$ cat config.mk
export PLATFORM = sky130hd
export DESIGN_NAME = ohm_ram
export DESIGN_NICKNAME = d
export VERILOG_FILES = /design/src/design/ohm_ram.sv
export SDC_FILE = /design/constraint.sdc
export NUM_CORES = 1
export LEC_CHECK = 0
export BUFFER_PORTS_ARGS = -buffer_cell sky130_fd_sc_hd__buf_2
export CORE_MARGIN = 1.5
export CORE_UTILIZATION = 55
export DETAILED_ROUTE_END_ITERATION = 8
export PLACE_DENSITY_LB_ADDON = 0.3
export REMOVE_ABC_BUFFERS = 1
export SLEW_MARGIN = 20
export SYNTH_ARGS = -nofsm -noshare
export SYNTH_HDL_FRONTEND = slang
export SYNTH_SLANG_ARGS = --single-unit
$ cat constraint.sdc
create_clock -name clk -period 2.61 [get_ports clk]
set_input_delay 0.522 -clock clk [delete_from_list [all_inputs] [get_ports clk]]
set_output_delay 0.522 -clock clk [all_outputs]
set_load 0.05 [all_outputs]
$ cat src/design/ohm_ram.sv
// generic simple dual port ram with registered read
module ohm_ram #(
	parameter int WIDTH = 8,
	parameter int DEPTH = 16
) (
	input  logic                     clk,
	input  logic                     we,
	input  logic [$clog2(DEPTH)-1:0] waddr,
	input  logic [WIDTH-1:0]         wdata,
	input  logic                     re,
	input  logic [$clog2(DEPTH)-1:0] raddr,
	output logic [WIDTH-1:0]         rdata
);
	logic [WIDTH-1:0] mem_q [DEPTH];

	always_ff @(posedge clk) begin
		if (we) begin
			mem_q[waddr] <= wdata;
		end
		if (re) begin
			rdata <= mem_q[raddr];
		end
	end
endmodule

==> results.cfg <==
[outcome]
status = finished, final reports clean

[critical_path]
crit_slowest_cell = edfxtp_1
path_class = reg2out
reg2regPathDepth = 3
regToRegEndpoint = rdata[5]$_DFFE_PP_
critPathRequiredTime_ns = 2.09
arrival_ns = 1.15
r2r_slack_ns = 1.10
path_buf_inv = 1
cp_num_cells = 1
cp_slowest_stage_delay_ns = 0.40
path_cells = buf_2
cp_top_family = flip-flops
startpoint = rdata[0]$_DFFE_PP_
worstReg2RegStart = mem_q[2][5]$_DFFE_PP_
critPathLaunchType = flip-flop
cp_max_fo = 1
crit_path_end_kind = primary output
crit_path_end = rdata[0]

[clock_tree]
clk-insertion-delay-late_ns = 0.52
h-tree-depth = 4
cts.reportedPaths.clkPinSlew_ns = 0.06
cts-root-buf = clkbuf_8
cts_setup_buffers = 0
cts_sinks = 136
cts.path.max_buffers = 2
cts_hold_buf = 0
ctsResizeCount = 0
cts_made_buffers = 17
cts_tree = built

[finish]
nets = 301
utilization_pct = 66.6
drive_above_1_share_pct = 29.8
area_growth_pct = 17.7
n_antenna_cell = 0
finalNonFillerCells = 424
nFillCells = 592

[timing]
finalMaxSlewViolations = 0
relSlewSlack_pct = 47.4
hold_violations = 0
grt_setup_unrepaired = false
layout_min_cycle_time_ns = 1.67
clock.fmax_mhz = 598
finalSetupTns_ns = 0
tightest_slew_ns = 0.788
skew_ns = 0.00588
period_share_pct = 64.1
final-setup-viol-count = 0

[yosys]
synth_top_area_share_pct = 78.1
syn_area_um2 = 5230
seq_area_frac_synth_pct = 78.1
ys_warn_count = 0
yosys_register_bits = 136
syn_area_per_cell_um2 = 22.8
netlist_instances = 229
synth_area_leaders = edfxtp_1 78%, mux4_2 7.8%, mux4_1 7.0%
synth_cell_type_count = 18
yosys.area.top_type = edfxtp_1

[place]
dpl.cell_count = 392
place_congestion = 0.675
portBuffers = 26
dp_hpwl_um = 5770

[floorplanning]
die_h_um = 100
dieArea_um2 = 10100
initial_utilization_pct = 56.6
rows = 35
coreArea_um2 = 9240
die_w_um = 100
io_pins = 27

[worst_hold_path]
min_from = wdata[2]
hold_class = in2reg
worstHoldPathCells = 1

[pwr]
p_leak_nw = 2.09
ir_worst_vdd_v = 0.000603
powerDensity_nw_per_um2 = 808

[global_route]
overflow = 0
grt_pass1_vias = 2472
grt_max_degree = 33
grt.total_usage_pct = 20.9
antenna_found_initial = 0
grt_pass1_wl_um = 14400

[drt]
drcViolationCount = 0
routed_wl_um = 9460
firstDrtPassIters = 5
wire_per_inst_um = 22.3
ant_nets = 0
vias = 2408
dr.first_iter.drc_count = 222
viasPerCell = 5.68

[run]
maxCapViolCount = 0
==> cells by family after synthesis <==
| group | Yosys count | synth area share [%] |
|---|---|---|
| buffers and inverters | 10 | 1.65 |
| AND/OR/NAND/NOR | 35 | 3.14 |
| AO/OA/AOI/OAI | 16 | 2.30 |
| flip-flops | 136 | 78.1 |
| multiplexers | 32 | 14.8 |
==> power by group <==
part	internal (W)	switching (W)	total, W
logic	0.0000953	0.000158	0.000253
clock network	0.00144	0.000804	0.00224
registers	0.00246	0.0000135	0.00248
total	0.00399	0.000975	0.00497
==> per-layer routing <==
layer  vias to the layer above  wire length, µm  global-route usage, %
met5                         -                0                      0
met4                         0               84                   7.15
met3                         6              544                   6.10
met2                        70             4860                   31.7
met1                      1245             3970                   29.7
li1                       1087                -                      -
==> synthesized netlist by cell type, drive strengths merged <==
library cell   instances
buf                    7
nand2b                 2
nand3                  1
and2b                  1
nand2                  9
nor2                  13
nor3                   4
mux4                  32
a22oi                 16
clkdlybuf4s25          3
or3b                   1
edfxtp               136
nor2b                  1
and2                   1
nand3b                 2
==> worst min-delay path by stage <==
stage / slack (ns) / to
6_report: 0.39 / mem_q[7][2]$_DFFE_PP_
4_1_cts: 0.36 / rdata[5]$_DFFE_PP_
2_1_floorplan: 0.62 / mem_q[0][0]$_DFFE_PP_
5_1_grt: 0.36 / rdata[5]$_DFFE_PP_
3_5_place_dp: 0.74 / rdata[0]$_DFFE_PP_
3_3_place_gp: 0.73 / rdata[5]$_DFFE_PP_
==> sequential cells by signal, summed over array words and instances, names as in the netlist <==
register,flops
rdata,8
mem_q,128
==> cell usage in the layout (no fill, tap or decap) <==
cell / instances
clkinv_2: 4
bufinv_16: 3
nand2b_1: 2
buf_12: 2
mux4_1: 14
mux4_2: 18
nor2_1: 13
clkinv_4: 1
and2_1: 1
buf_4: 16
nor3_1: 4
clkbuf_1: 4
nand2_1: 9
nand3_1: 1
buf_2: 26
edfxtp_1: 136
a22oi_1: 16
and2b_1: 1
nand3b_1: 2
clkinv_1: 3
clkbuf_16: 16
nor2b_1: 1
clkbuf_8: 1
or3b_2: 1
==> through the flow <==
| step | hold slack (ns) | area [µm²] | worst slack, ns | total power, W |
|---|---|---|---|---|
| 3_5_place_dp | 0.737 | 5590 | 0.448 | 0.00278 |
| 3_3_place_gp | 0.727 | 5590 | 0.474 | 0.00277 |
| 4_1_cts | 0.363 | 6150 | 0.908 | 0.00501 |
| 5_1_grt | 0.361 | 6150 | 0.896 | 0.00513 |
| 6_report | 0.385 | 6150 | 0.938 | 0.00497 |
| 2_1_floorplan | 0.621 | 5140 | 0.595 | 0.00265 |
==> area by class of cell <==
cell class,instances,area [µm²],share of cell area (%)
well taps,129,161,2.62
multi-input cells,83,1060,17.2
clock buffers,21,429,6.98
flip-flops and latches,136,4080,66.4
repair buffers,44,290,4.72
clock inverters,11,130,2.12
Power figures use the tool's default switching activity.
